`src/rtl/bhash_pkg.sv`:
```
`timescale 1ns / 1ps
// ----------------------------------------------------------------------------
// Byte hash package
// Algorithm codes and the start values and constants of the four hashes.
// ----------------------------------------------------------------------------
package bhash_pkg;

	typedef enum logic [1:0] {
		ALG_FNV1A32 = 2'd0,
		ALG_FNV1A64 = 2'd1,
		ALG_CRC16   = 2'd2,
		ALG_CRC32   = 2'd3
	} alg_t;

	localparam logic [63:0] FNV32_BASIS = 64'h0000_0000_811C_9DC5;
	localparam logic [63:0] FNV64_BASIS = 64'hCBF2_9CE4_8422_2325;
	localparam logic [63:0] CRC16_INIT  = 64'h0000_0000_0000_FFFF;
	localparam logic [63:0] CRC32_INIT  = 64'h0000_0000_FFFF_FFFF;
	localparam logic [31:0] CRC32_POLY  = 32'hEDB8_8320;
	localparam logic [31:0] FNV32_LOW   = 32'h0000_0193;
	localparam logic [63:0] FNV64_LOW   = 64'h0000_0000_0000_01B3;

endpackage

```
`src/rtl/multi_algorithm_byte_hash_core.sv`:
```
`timescale 1ns / 1ps
// ----------------------------------------------------------------------------
// Multi-algorithm byte hash core
// Hashes a byte stream with FNV-1a 32, FNV-1a 64, CRC-16/CCITT-FALSE or
// CRC-32 and delivers the digest, zero-extended to 64 bits.
// ----------------------------------------------------------------------------
// The core takes one byte per clock cycle unless in_stall is high, which
// happens while a last byte or empty-message flag waits in the entry stage
// for the held output register. That item then passes from the entry stage
// into the output register, where the digest becomes valid. Bytes are
// registered on entry and the absorb logic updates the running value.
// Select the algorithm through the configuration register between messages.
module multi_algorithm_byte_hash_core
	import bhash_pkg::*;
(
	input  logic        clk,
	input  logic        arst_n,
	input  logic        algorithm_select_we,
	input  logic [1:0]  algorithm_select,
	input  logic        in_valid,
	output logic        in_stall,
	input  logic [7:0]  data_byte,
	input  logic        last_byte,
	input  logic        empty_flag,
	output logic        out_valid,
	input  logic        out_stall,
	output logic [63:0] digest
);

	alg_t        alg_sel_q;
	logic        running_valid_s1;
	alg_t        alg_s1;
	logic [7:0]  byte_s1;
	logic        last_s1;
	logic        empty_s1;
	logic [63:0] running_q;
	logic        in_msg_q;
	logic [63:0] next_value;
	logic [63:0] final_value;
	logic        out_free;
	logic        emits_s1;
	logic        adv_s1;
	logic        accept;

	assign emits_s1 = empty_s1 || last_s1;
	assign adv_s1   = running_valid_s1 && (!emits_s1 || out_free);
	assign in_stall = running_valid_s1 && !adv_s1;
	assign accept   = in_valid && !in_stall;

	always_ff @(posedge clk or negedge arst_n) begin
		if (!arst_n) begin
			alg_sel_q <= ALG_FNV1A32;
		end else if (algorithm_select_we) begin
			alg_sel_q <= alg_t'(algorithm_select);
		end
	end

	always_ff @(posedge clk or negedge arst_n) begin
		if (!arst_n) begin
			running_valid_s1 <= 1'b0;
		end else if (accept) begin
			running_valid_s1 <= 1'b1;
		end else if (adv_s1) begin
			running_valid_s1 <= 1'b0;
		end
	end

	always_ff @(posedge clk) begin
		if (accept) begin
			alg_s1   <= alg_sel_q;
			byte_s1  <= data_byte;
			last_s1  <= last_byte;
			empty_s1 <= empty_flag;
		end
	end

	always_ff @(posedge clk or negedge arst_n) begin
		if (!arst_n) begin
			running_q <= 64'h0;
			in_msg_q  <= 1'b0;
		end else if (adv_s1) begin
			if (emits_s1) begin
				running_q <= 64'h0;
				in_msg_q  <= 1'b0;
			end else begin
				running_q <= next_value;
				in_msg_q  <= 1'b1;
			end
		end
	end

	bhash_absorb u_absorb (
		.alg         (alg_s1),
		.in_msg      (in_msg_q),
		.running     (running_q),
		.data_byte   (byte_s1),
		.next_value  (next_value),
		.final_value (final_value)
	);

	bhash_out_reg u_out_reg (
		.clk         (clk),
		.arst_n      (arst_n),
		.load        (adv_s1 && emits_s1),
		.load_digest (empty_s1 ? 64'h0 : final_value),
		.free        (out_free),
		.out_valid   (out_valid),
		.out_stall   (out_stall),
		.digest      (digest)
	);

`ifndef SYNTHESIS
	a_stall_needs_item: assert property (@(posedge clk) disable iff (!arst_n)
		in_stall |-> running_valid_s1)
		else $error("Input stalled with no item in the entry stage.");

	a_result_shown: assert property (@(posedge clk) disable iff (!arst_n)
		adv_s1 && emits_s1 |=> out_valid)
		else $error("Finished message did not reach the output register.");

	a_message_closed: assert property (@(posedge clk) disable iff (!arst_n)
		adv_s1 && emits_s1 |=> !in_msg_q && running_q == 64'h0)
		else $error("Message state not cleared after the digest.");

	a_empty_zero: assert property (@(posedge clk) disable iff (!arst_n)
		adv_s1 && empty_s1 |=> digest == 64'h0)
		else $error("Empty message gave a nonzero digest.");
`endif

endmodule

```
`src/rtl/bhash_absorb.sv`:
```
`timescale 1ns / 1ps
// ----------------------------------------------------------------------------
// Byte hash absorb logic
// Selects the start value, folds one byte into the running value and forms
// the finished digest of the selected algorithm.
// ----------------------------------------------------------------------------
module bhash_absorb
	import bhash_pkg::*;
(
	input  alg_t        alg,
	input  logic        in_msg,
	input  logic [63:0] running,
	input  logic [7:0]  data_byte,
	output logic [63:0] next_value,
	output logic [63:0] final_value
);

	function automatic logic [31:0] crc32_byte(input logic [31:0] r_in);
		logic [31:0] r;
		r = r_in;
		for (int k = 0; k < 8; k++) begin
			r = (r >> 1) ^ (r[0] ? CRC32_POLY : 32'h0);
		end
		return r;
	endfunction

	logic [63:0] v;
	logic [63:0] vx;
	logic [31:0] x32;
	logic [15:0] c16;
	logic [7:0]  t;
	logic [15:0] crc16_next;

	always_comb begin
		unique case (alg)
			ALG_FNV1A32: v = in_msg ? running : FNV32_BASIS;
			ALG_FNV1A64: v = in_msg ? running : FNV64_BASIS;
			ALG_CRC16:   v = in_msg ? running : CRC16_INIT;
			ALG_CRC32:   v = in_msg ? running : CRC32_INIT;
			default:     v = running;
		endcase
	end

	assign vx  = v ^ {56'h0, data_byte};
	assign x32 = vx[31:0];
	assign c16 = v[15:0];

	always_comb begin
		t = c16[15:8] ^ data_byte;
		t = t ^ (t >> 4);
		crc16_next = (c16 << 8) ^ ({8'h0, t} << 12) ^ ({8'h0, t} << 5) ^ {8'h0, t};
	end

	always_comb begin
		unique case (alg)
			ALG_FNV1A32: next_value = {32'h0, (x32 << 24) + x32 * FNV32_LOW};
			ALG_FNV1A64: next_value = (vx << 40) + vx * FNV64_LOW;
			ALG_CRC16:   next_value = {48'h0, crc16_next};
			ALG_CRC32:   next_value = {32'h0, crc32_byte(x32)};
			default:     next_value = 64'h0;
		endcase
	end

	always_comb begin
		unique case (alg)
			ALG_FNV1A32: final_value = {32'h0, next_value[31:0]};
			ALG_FNV1A64: final_value = next_value;
			ALG_CRC16:   final_value = {48'h0, next_value[15:0]};
			ALG_CRC32:   final_value = {32'h0, next_value[31:0] ^ CRC32_INIT[31:0]};
			default:     final_value = 64'h0;
		endcase
	end

endmodule

```
`src/rtl/bhash_out_reg.sv`:
```
`timescale 1ns / 1ps
// ----------------------------------------------------------------------------
// Byte hash output register
// Holds one digest until the downstream side takes the transaction.
// ----------------------------------------------------------------------------
module bhash_out_reg
	import bhash_pkg::*;
(
	input  logic        clk,
	input  logic        arst_n,
	input  logic        load,
	input  logic [63:0] load_digest,
	output logic        free,
	output logic        out_valid,
	input  logic        out_stall,
	output logic [63:0] digest
);

	logic        valid_q;
	logic [63:0] digest_q;

	assign free      = !valid_q || !out_stall;
	assign out_valid = valid_q;
	assign digest    = digest_q;

	always_ff @(posedge clk or negedge arst_n) begin
		if (!arst_n) begin
			valid_q <= 1'b0;
		end else if (load) begin
			valid_q <= 1'b1;
		end else if (!out_stall) begin
			valid_q <= 1'b0;
		end
	end

	always_ff @(posedge clk) begin
		if (load) begin
			digest_q <= load_digest;
		end
	end

endmodule
```
`config.mk`:
```
export PLATFORM = sky130hd
export DESIGN_NAME = multi_algorithm_byte_hash_core
export DESIGN_NICKNAME = d
export VERILOG_FILES = /design/src/rtl/bhash_pkg.sv /design/src/rtl/multi_algorithm_byte_hash_core.sv /design/src/rtl/bhash_absorb.sv /design/src/rtl/bhash_out_reg.sv
export SDC_FILE = /design/constraint.sdc
export NUM_CORES = 1
export LEC_CHECK = 0
export ABC_CLOCK_PERIOD_IN_PS = 8900
export BUFFER_PORTS_ARGS = -buffer_cell sky130_fd_sc_hd__buf_4
export CAP_MARGIN = 0
export CELL_PAD_IN_SITES_DETAIL_PLACEMENT = 1
export CELL_PAD_IN_SITES_GLOBAL_PLACEMENT = 2
export CORE_ASPECT_RATIO = 0.75
export CORE_MARGIN = 3
export CORE_UTILIZATION = 40
export CTS_BUF_LIST = sky130_fd_sc_hd__clkbuf_16
export CTS_CLUSTER_DIAMETER = 40
export DETAILED_ROUTE_END_ITERATION = 8
export PLACE_DENSITY = 0.83
export SETUP_SLACK_MARGIN = 0.5
export SLEW_MARGIN = 20
export SYNTH_ARGS = -nofsm -noshare
export SYNTH_HDL_FRONTEND = slang
export SYNTH_SLANG_ARGS = --single-unit
```
`constraint.sdc`:
```
create_clock -name clk -period 8.9 [get_ports clk]
set_clock_uncertainty 0.15 [all_clocks]
set_input_delay 1.78 -clock clk [delete_from_list [all_inputs] [get_ports clk]]
set_output_delay 1.78 -clock clk [all_outputs]
set_load 0.01 [all_outputs]
```
-- After elaboration in Yosys (flattened, before gate mapping)
Index checks and enable logic that the tools add are counted.
- eq/ne operators: 4
- order comparisons: 0
- div/mod/pow operators: 0
- bitwise operators: 15
- multiply operators: 2
- $add $sub $neg: 2
- reductions and logical operators: 14
- multiplexer cells: 21
- shift-type cells: 0
- operator list (cell ; count):
    $pmux W64 S4 ; 3
    $mux W64 ; 5
    $mux W32 ; 8
    $xor A31 B32 Y32 ; 8
    $add A64 B64 Y64 ; 1
    $mul A64 B9 Y64 const B ; 1
    $xor A64 B8 Y64 ; 1
    $add A32 B32 Y32 ; 1
    $mul A32 B9 Y32 const B ; 1
    $not A32 Y32 ; 1
    $xor A16 B13 Y16 ; 1
    $xor A16 B16 Y16 ; 1
    $xor A16 B8 Y16 ; 1
    $xor A8 B4 Y8 ; 1
    $xor A8 B8 Y8 ; 1
    $logic_not A1 Y1 ; 5
    $mux W1 ; 5
    $eq A2 B2 Y1 const B ; 2
    $logic_and A1 B1 Y1 ; 4
    $logic_or A1 B1 Y1 ; 3
    $eq A2 B1 Y1 const B ; 1
    $logic_not A2 Y1 ; 1
    $ne A2 B1 Y1 const B ; 1
    $reduce_bool A2 Y1 ; 1
- bits in writable memories: 0
- register bits after elaboration: 145
- word-level logic and storage cells: 68
- input port bits: 17
- memories: 0
- memory bits (read-only): 0
- latch bits: 0
- output and inout bits: 66

-- Logic depth before layout (Yosys ltp)
Gate-level depths: netlist of run 1.
- depth after elaboration: 22
- gate-level depth with buffers: 28
- gate-level depth less buffers: 24

-- By module
A second synthesis of run 1 with hierarchy kept.
- cell total of the unflattened synthesis: 2426
- area, all modules: 23144.7 um2
- by module, submodules not included (module ; area an instance (um2) ; cells an instance ; instances):
    bhash_absorb ; 17953.5 ; 2120 ; 1
    multi_algorithm_byte_hash_core ; 3233.1 ; 239 ; 1
    bhash_out_reg ; 1958.1 ; 67 ; 1

-- Least setup slack after synthesis of run 1
Ideal clock, no wire load.
- path kind: reg2reg
- from: register in_msg_q
- to: register u_out_reg.digest_q[58] (netlist: u_out_reg.digest[58]), data pin
- setup slack: 2096 ps
- arrival time: 6389 ps
- path buffers: 7
- stages on the path, launching flop included: 26
- cell sequence: dfrtp_1 > buf_4 > buf_4 > buf_2 > buf_1 > clkbuf_1 > clkbuf_1 > a21o_1 > ha_1 > fa_1 > inv_1 > fa_1 > fa_1 > fa_1 > inv_1 > ha_1 > clkbuf_1 > a21o_1 > a21o_1 > a2111oi_0 > o31ai_1 > a32oi_1 > nand2_1 > o41ai_1 > xor2_1 > nor2_1
- word-level cells in the longest chain between the ends: 7
- RTL lines (element ; line ; source):
    start, declared ; multi_algorithm_byte_hash_core.sv:37 ; logic in_msg_q;
    start signal, assigned ; multi_algorithm_byte_hash_core.sv:80 ; in_msg_q <= 1'b0;
    start signal, assigned ; multi_algorithm_byte_hash_core.sv:84 ; in_msg_q <= 1'b0;
    start signal, assigned ; multi_algorithm_byte_hash_core.sv:87 ; in_msg_q <= 1'b1;
    $mux W64 (on tied branches) ; - ;
    $pmux W64 S4 * ; bhash_absorb.sv:35 ; unique case (alg)
    $xor A64 B8 Y64 * ; bhash_absorb.sv:44 ; assign vx = v ^ {56'h0, data_byte};
    $mul A64 B9 Y64 ; bhash_absorb.sv:57 ; ALG_FNV1A64: next_value = (vx << 40) + vx * FNV64_LOW;
    $add A64 B64 Y64 * ; bhash_absorb.sv:57 ;
    $pmux W64 S4 * ; bhash_absorb.sv:55 ; unique case (alg)
    $pmux W64 S4 * ; bhash_absorb.sv:65 ; unique case (alg)
    end signal, assigned ; bhash_out_reg.sv:38 ; digest_q <= load_digest;
    end, declared ; bhash_out_reg.sv:20 ; logic [63:0] digest_q;
Every way passes the cells marked *; elsewhere a longest branch is shown, timed or not.
A chain may end at the register's enable or synchronous reset.

-- Worst setup path in the final report of run 1
- from: register in_msg_q
- to: register u_out_reg.digest_q[31] (netlist: u_out_reg.digest[31]), data pin
- word-level cells in the longest chain between the ends: 16
- RTL lines (element ; line):
    $mux W64 (on tied branches) ; -
    $pmux W64 S4 * ; bhash_absorb.sv:35
    $xor A64 B8 Y64 * ; bhash_absorb.sv:44
    parallel branches: the longest is 10 deep, another holds $mul A64 B9 Y64 ; -
    $pmux W64 S4 * ; bhash_absorb.sv:55
    $not A32 Y32 (no source line) ; -
    $pmux W64 S4 * ; bhash_absorb.sv:65
Every way passes the cells marked *.

==> results of run 1 <==
area by class of cell:
type	count	area, um2
Timing Repair Buffer	127	973
Tap cell	770	963
Sequential cell	145	4010
Inverter	448	1680
Clock buffer	17	425
Fill cell	6496	31200
Multi-Input combinational cell	1770	17200
Clock inverter	15	180
cells in the mapped netlist (5+ instances only):
cell	instances	area, um2
a21o_1	91	683
o22ai_1	6	37.5
buf_2	5	25.0
nand3_1	15	75.1
mux2i_1	8	80.1
a22o_1	13	114
o21bai_1	14	105
a21oi_1	145	726
o221ai_1	10	87.6
inv_1	445	1670
nand2_1	152	571
or2_2	7	43.8
a211oi_1	19	143
edfxtp_1	76	2280
a31oi_1	14	87.6
xnor2_4	9	248
nor2b_1	12	75.1
o21ai_0	97	485
xnor2_1	145	1270
dfrtp_1	69	1730
a211o_1	8	70.1
ha_1	269	3370
o31ai_1	9	67.6
nand4_1	26	163
fa_1	291	5830
nand2b_1	12	75.1
xor2_1	61	534
and2_1	23	144
or3_1	10	62.6
o211ai_1	16	120
a21boi_0	5	37.5
o21a_1	16	120
and3_1	23	144
nor2_1	129	484
a2111oi_0	5	43.8
nor3_1	15	75.1
clkbuf_1	70	263
a221oi_1	10	87.6
worst max-delay path by stage:
stage,start,to,cells past startpoint
CTS,in_msg_q,u_out_reg.digest[62],23
detailed placement,in_msg_q,u_out_reg.digest[62],23
global route,in_msg_q,u_out_reg.digest[31],23
floorplan,in_msg_q,u_out_reg.digest[58],25
finish,in_msg_q,u_out_reg.digest[31],22
global placement,in_msg_q,u_out_reg.digest[62],23
per-stage QoR:
step,instances,hold slack [ns],setup WS [ns],area [um2]
floorplan,2444,0.271,2.10,23100
global placement,3259,0.309,0.752,24800
detailed placement,3259,0.313,0.587,24800
CTS,3291,0.327,0.585,25400
global route,3292,0.358,0.506,25400
finish,3292,0.328,0.767,25400
critical path, delay by kind of cell (launching register included):
family,cells,cell delay [ns]
and+or+nand+nor,5,1.13
xor gates and xnor gates,2,0.77
DFF,1,0.75
adders and majority gates,5,2.10
AOI/OAI and AO/OA,6,2.11
buffers and inverters,4,0.80
cells by family (layout without fill, tap and decap cells):
group           Yosys count  count (layout)  share of synthesized area
compound gates          533             533                      0.153
xor+xnor                219             219                     0.0922
fa+ha+maj               560             560                      0.397
buf+inv                 529             607                     0.0867
flops                   145             145                      0.173
mux                      14              14                    0.00784
simple gates            444             444                     0.0901
routing by layer:
layer	vias up	global-route usage
met5	-	0
met4	2	0.0617
met3	89	0.0687
met2	794	0.417
met1	9751	0.459
li1	8271	-
what timing repair did:
action / 4_1_cts / 5_1_grt
endpoints found under the setup margin: 0 / 22
hold endpoints to repair: 0 / 0
setup buffers: 0 / 0
resized for setup: 0 / 5
sequential cells by signal, indices dropped and copies added (netlist names), 2 cells and up:
name              flops
byte_s1               8
alg_sel_q             2
u_out_reg.digest     64
running_q            64
alg_s1                2
==> impl_metrics.tcl, run 1 <==
set metrics [dict create \
    run_status "finished clean" \
    rows 75 \
    cts-hold-fix-buffers 0 \
    crit_fanout 25 \
    antenna_cells 0 \
    syn-cell-area_um2 23100 \
    cts_buffer_depth 2 \
    hold_start "running_q[48]" \
    cpPeakStageDelay_ns 0.75 \
    die_height_um 214 \
    start_util 0.409 \
    syn_nets 3021 \
    grt_overflow 0 \
    io_pins 83 \
    antenna_left 0 \
    mostFrequentLayoutCells "inv_1, fa_1, ha_1, nand2_1, xnor2_1" \
    yosys_warnings 0 \
    worstPathCellList "nor2b_1 -> nor2_2 -> xnor2_4 -> inv_1 -> ha_1 -> xnor2_1 -> inv_1 -> ha_1 -> fa_1 -> ha_1 -> inv_1 -> fa_1 -> nor2b_1 -> o21ai_0 -> a21boi_0 -> a41oi_1 -> buf_4 -> a211oi_1 -> nor4b_1 -> or3_1 -> a32oi_1 -> a21oi_1" \
    grt_pass1_vias 19900 \
    hold_depth 2 \
    place.gp.congestion 0.988 \
    maxSlewHeadroom 0.355 \
    routed-wl-met3_um 8080 \
    coreArea_um2 56600 \
    die-area_um2 60800 \
    clk_pin_slew_ns 0.07 \
    wirelength_met1_um 43200 \
    synthDistinctLibCells 90 \
    drv_cap 0 \
    slowest_stage "dfrtp_2" \
    finalCritPeriodShare 0.914 \
    netlist_instances 2444 \
    yosys_most_used_dff "edfxtp_1" \
    highest-signal-layer "met5" \
    synth_seq_cells 145 \
    dieWidth_um 284 \
    hold_path_end "running_q[48]" \
    drc 0 \
    required_ns 8.94 \
    clockRootBuffer "clkbuf_16" \
    drv_slew 0 \
    hpwlAfterDp_um 75500 \
    worstReg2RegEnd "u_out_reg.digest[31]" \
    reg2reg_from "in_msg_q" \
    yosysSeqAreaShare 0.173 \
    mostFrequentLayoutCell "inv_1" \
    worst-setup-path-type "flop to flop" \
    num-nets-final 3086 \
    grt_max_degree 69 \
    viasPerCell 5.74 \
    cts_made_buffers 17 \
    cts_max_level 4 \
    cts_tree "done" \
    fin_util 0.449 \
    r2r_setup_slack_ns 0.77 \
    finalSetupTns_ns 0 \
    avgSynthCellArea_um2 9.47 \
    wl_per_cell_um 27.1 \
    clk_latency_ns 0.49 \
    syn2layout_area_growth_pct 9.76 \
    route.vias.total 18900 \
    synth_edf_count 76 \
    rr_worst_depth 22 \
    wl_um 89200 \
    setup_viol_count_final 0 \
    drive_above_1_share 0.0845 \
    worst_pin_slew_ns 0.963 \
    fin_crit_ns 8.13 \
    startpoint_type "flop" \
    async_flop_share 0.476 \
    clock_sinks 145 \
    hp-class "flop to flop" \
    hold_violations 0 \
    wl_met2_um 36300 \
    grt_pass1_wl_um 133000 \
    rsz0062_at_grt "false" \
    endpoint_kind "flop" \
    worstPathArrival_ns 8.17 \
    port-buffer-count 82 \
    fmax_mhz 123 \
    drt_iter0_drc 1819 \
    antenna_found_initial 3 \
    dr.pass1.iters 5 \
    grt.total_usage 0.296 \
]
Power of run 1 is not shown: default switching activity piles up to over one toggle a cycle in this logic, so the estimate is an artifact.
==> run 2, diff against run 1 <==
CTS_CLUSTER_DIAMETER = unset   (was 40)
MAX_ROUTING_LAYER = met4   (was unset)
==> run 2 against run 1 <==
Compared with the run above: via count decreased by 0.84%; final area about the same; routed wire length decreased by 1.4%; global-route usage rose by 0.34 points; critical endpoint is now u_out_reg.digest[29].
==> impl_metrics.tcl, run 2 (synthesized netlist as in run 1, its figures left out) <==
set metrics [dict create \
    fmax_mhz 121 \
    port-buffer-count 82 \
    path_common_cell "ha_1" \
    die_height_um 214 \
    hold_violations 0 \
    place.gp.congestion 1.02 \
    worst-setup-path-type "flop to flop" \
    cpPeakStageDelay_ns 0.71 \
    io_pins 83 \
    cts_made_buffers 17 \
    required_ns 9.05 \
    drv_slew 0 \
    maxSlewHeadroom 0.376 \
    grt_pass1_vias 19800 \
    dr.pass1.iters 5 \
    mostFrequentLayoutCells "inv_1, fa_1, ha_1, nand2_1, xnor2_1" \
    clock_sinks 145 \
    grt_max_degree 69 \
    clockRootBuffer "clkbuf_16" \
    hpwlAfterDp_um 74300 \
    run_status "finished clean" \
    critPathCapture "u_out_reg.digest[29]" \
    startpoint_type "flop" \
    reg2reg_from "alg_s1[1]" \
    num-nets-final 3085 \
    clk_latency_ns 0.50 \
    rr_worst_depth 23 \
    worst_pin_slew_ns 0.937 \
    cpLargestDelayFamily "compound AO/OA/AOI/OAI gates" \
    dieWidth_um 284 \
    setup_viol_count_final 0 \
    viasPerCell 5.70 \
    cts_tree "done" \
    n_fill_cell 6456 \
    rsz0062_at_grt "false" \
    crit_fanout 21 \
    wl_um 87900 \
    route.vias.total 18700 \
    cts-hold-fix-buffers 0 \
    crit_cells 23 \
    wl_per_cell_um 26.7 \
    hp-class "flop to flop" \
    grt.total_usage 0.300 \
    finalCritPeriodShare 0.930 \
    mostFrequentLayoutCell "inv_1" \
    syn2layout_area_growth_pct 9.69 \
    worstReg2RegEnd "u_out_reg.digest[29]" \
    slowest_stage "xnor2_1" \
    antenna_found_initial 0 \
    die-area_um2 60800 \
    cts_buffer_depth 2 \
    antenna_left 0 \
    rows 75 \
    drc 0 \
    start_util 0.409 \
    coreArea_um2 56600 \
    worstPathCellList "buf_4 -> nor3_2 -> nor2b_2 -> xnor2_4 -> buf_4 -> inv_1 -> ha_1 -> xor2_1 -> ha_1 -> fa_1 -> ha_1 -> ha_1 -> inv_1 -> fa_1 -> nor2b_1 -> o31a_1 -> o21ai_0 -> a21oi_1 -> o21ai_1 -> xnor2_1 -> o21ai_0 -> a21o_1 -> a21oi_1" \
    finalSetupTns_ns 0 \
    startpoint "alg_s1[1]" \
    antenna_cells 0 \
    worstPathArrival_ns 8.42 \
    drt_iter0_drc 1767 \
    fin_crit_ns 8.27 \
    grt_pass1_wl_um 132000 \
    clk_pin_slew_ns 0.09 \
    drive_above_1_share 0.0849 \
    cts_max_level 4 \
    r2r_setup_slack_ns 0.63 \
    endpoint_kind "flop" \
    path_buf_inv 4 \
    grt_overflow 0 \
    drv_cap 0 \
]
[run 2: worst register-to-register path: cells and delay by family, from the launching register on]
kind                       cells  cell delay [ns]
AOI/OAI and AO/OA              7             2.21
adders and majority gates      6             2.20
xor gates and xnor gates       3             1.55
buffers and inverters          4             0.82
and+or+nand+nor                3             0.62
DFF                            1             0.51
[run 2: timing repair]
item | 4_1_cts | 5_1_grt
resized for setup | 1 | 4
setup endpoints to repair | 1 | 18
setup buffers | 0 | 1
[run 2: metal layers]
| metal | GRT usage | share of wire | up-vias |
|---|---|---|---|
| met5 | - | 0 | - |
| met4 | 0.0561 | 0.016 | 0 |
| met3 | 0.0598 | 0.079 | 79 |
| met2 | 0.411 | 0.41 | 701 |
| met1 | 0.456 | 0.50 | 9723 |
| li1 | - | - | 8245 |
[run 2: worst min path at each step]
| stage | startpoint | end | slack (ns) | cells past startpoint |
|---|---|---|---|---|
| 3_3_place_gp | running_q[7] | running_q[7] | 0.31 | 2 |
| 2_1_floorplan | alg_sel_q[0] | alg_s1[0] | 0.27 | 0 |
| 5_1_grt | running_q[41] | running_q[41] | 0.35 | 2 |
| 6_report | running_q[46] | running_q[46] | 0.33 | 2 |
| 4_1_cts | running_q[46] | running_q[46] | 0.33 | 2 |
| 3_5_place_dp | running_q[41] | running_q[41] | 0.31 | 2 |
[run 2: through the flow]
stage | utilization | area (um2) | hold slack (ns) | setup WS [ns] | cells
after floorplan | - | 23100 | 0.271 | 2.10 | 2444
after global placement | 0.437 | 24700 | 0.306 | 0.797 | 3257
after detailed placement | 0.437 | 24700 | 0.313 | 0.560 | 3257
after CTS | 0.448 | 25300 | 0.328 | 0.617 | 3289
after global routing | 0.449 | 25400 | 0.347 | 0.495 | 3291
final | 0.449 | 25400 | 0.327 | 0.627 | 3291
[run 2: final cells by class]
cell class / count / area, um2 / area share
multi-input combinational: 1770 / 17200 / 0.676
tap: 770 / 963 / 0.0379
timing repair buffer: 126 / 958 / 0.0378
clock buffer: 17 / 425 / 0.0168
inverter: 448 / 1680 / 0.0662
clock inverter: 15 / 181 / 0.00715
sequential: 145 / 4010 / 0.158
Power of run 2 is left out for the same reason.
==> run 3, diff against run 2 <==
ABC_CLOCK_PERIOD_IN_PS = 8600   (was 8900)
CORE_UTILIZATION = 42   (was 40)
PLACE_DENSITY = 0.86   (was 0.83)
clock period = 8.6 ns   (was 8.9 ns; I/O delays follow)
==> run 3 against run 2 <==
Compared with the run above: sequential share of layout area about the same; clock-buffer cell count unchanged; routed wire length increased by 0.83%; register-to-register slack improved by 0.14 ns; first-iteration DRC count decreased by 4.6%; final area increased by 0.13%; critical path depth decreased by 1; maximum frequency increased by 5.7%; worst hold slack got worse by 0.026 ns; critical path type unchanged.
==> impl_metrics.tcl, run 3 (synthesized netlist as in run 1, its figures left out) <==
set metrics [dict create \
    startpoint "in_msg_q" \
    worstPathArrival_ns 7.91 \
    startpoint_type "flop" \
    dr.pass1.iters 5 \
    antenna_found_initial 1 \
    multiInputGateArea_um2 17200 \
    coreArea_um2 53700 \
    finalSetupTns_ns 0 \
    port-buffer-count 82 \
    hpwlAfterDp_um 74600 \
    io_pins 83 \
    route.vias.total 19000 \
    hp-class "flop to flop" \
    grt_pass1_vias 19900 \
    wl_um 88600 \
    placed_area_um2 24700 \
    grt_max_degree 70 \
    drv_cap 0 \
    reg2reg_from "in_msg_q" \
    viasPerCell 5.86 \
    die_height_um 209 \
    place.gp.congestion 1.03 \
    required_ns 8.69 \
    wl_per_cell_um 27.3 \
    finalCritPeriodShare 0.910 \
    n_fill_cell 6136 \
    clk_latency_ns 0.50 \
    drt_iter0_drc 1685 \
    dieWidth_um 277 \
    mostFrequentLayoutCells "inv_1, fa_1, ha_1, nand2_1, xnor2_1" \
    cts_buffer_depth 2 \
    maxSlewHeadroom 0.307 \
    clock_sinks 145 \
    clk_pin_slew_ns 0.08 \
    grt_overflow 0 \
    die-area_um2 58000 \
    drv_slew 0 \
    clockRootBuffer "clkbuf_16" \
    antenna_left 0 \
    hold_start "alg_sel_q[1]" \
    crit_fanout 37 \
    fmax_mhz 128 \
    worst-setup-path-type "flop to flop" \
    run_status "finished clean" \
    syn2layout_area_growth_pct 9.83 \
    grt_pass1_wl_um 133000 \
    grt.total_usage 0.318 \
    worst_pin_slew_ns 1.04 \
    num-nets-final 3093 \
    fin_area_um2 25400 \
    drive_above_1_share 0.0882 \
    cts_max_level 4 \
    mostFrequentLayoutCell "inv_1" \
    rsz0062_at_grt "false" \
    setup_viol_count_final 0 \
    hold_violations 0 \
    fin_crit_ns 7.83 \
    seq_area_um2 4010 \
    cts_made_buffers 17 \
    rows 73 \
    start_util 0.431 \
    cts-hold-fix-buffers 0 \
    cts_tree "done" \
    endpoint_kind "flop" \
    drc 0 \
]
run 3: changes by cell type in the layout (fill, tap and decap cells not counted), sizes merged:
cell	previous run	this run
inv	457	455
clkinvlp	0	1
buf	126	134
diode	0	1
clkinv	5	6
run 3: area by class of cell:
class,instances,share of cell area
multi-input combinational,1770,0.676
inverter,448,0.0661
clock buffer,17,0.0167
sequential,145,0.158
clock inverter,15,0.00743
tap,712,0.0350
timing repair buffer,134,0.0407
antenna,1,0.0000984
run 3: final timing paths:
check                                  endpoint  slack, ns  depth (start not counted)
setup / recovery           u_out_reg.digest[52]       0.77                         22
hold / removal                        alg_s1[1]       0.30                          0
max in group asynchronous              in_msg_q       6.58                          1
setup reg to reg           u_out_reg.digest[52]       0.77                         22
min in group asynchronous         running_q[57]       1.12                          1
hold reg to reg                       alg_s1[1]       0.30                          0
run 3: worst max-delay path: stages, from the launching register on:
cell and delay [ns]:
dfrtp_4 0.68, buf_4 0.30, a21oi_2 0.51, inv_1 0.37, ha_1 0.53, inv_1 0.17
fa_1 0.54, inv_1 0.05, fa_1 0.48, inv_1 0.05, fa_1 0.47, inv_1 0.04
ha_1 0.30, ha_1 0.44, a211oi_1 0.32, o21ai_0 0.13, a211oi_1 0.34, o221ai_1 0.20
a31oi_2 0.52, o2111ai_1 0.35, a31oi_1 0.30, xor2_1 0.21, nor2_1 0.06
run 3: per-stage QoR:
stage / cells / hold slack [ns] / util / setup WS [ns]
after CTS: 3233 / 0.310 / 0.471 / 0.691
after global routing: 3242 / 0.320 / 0.473 / 0.516
after floorplan: 2444 / 0.271 / - / 1.80
after detailed placement: 3200 / 0.290 / 0.459 / 0.172
after global placement: 3200 / 0.279 / 0.459 / 0.299
final: 3242 / 0.301 / 0.473 / 0.771
run 3: layer usage:
metal | GRT usage | vias to the layer above | part of all wire | wire, um
met5 | - | - | 0 | 0
met4 | 0.0802 | 0 | 0.025 | 2200
li1 | - | 8263 | - | -
met2 | 0.431 | 772 | 0.40 | 35400
met3 | 0.0683 | 106 | 0.090 | 7950
met1 | 0.480 | 9853 | 0.49 | 43000
run 3: what timing repair did:
action | 4_1_cts | 5_1_grt
setup endpoints to repair | 6 | 8
buffers inserted | 1 | 7
pin swaps | 1 | 1
resized for setup | 3 | 4
cloned | 0 | 0
Power of run 3 is left out for the same reason.
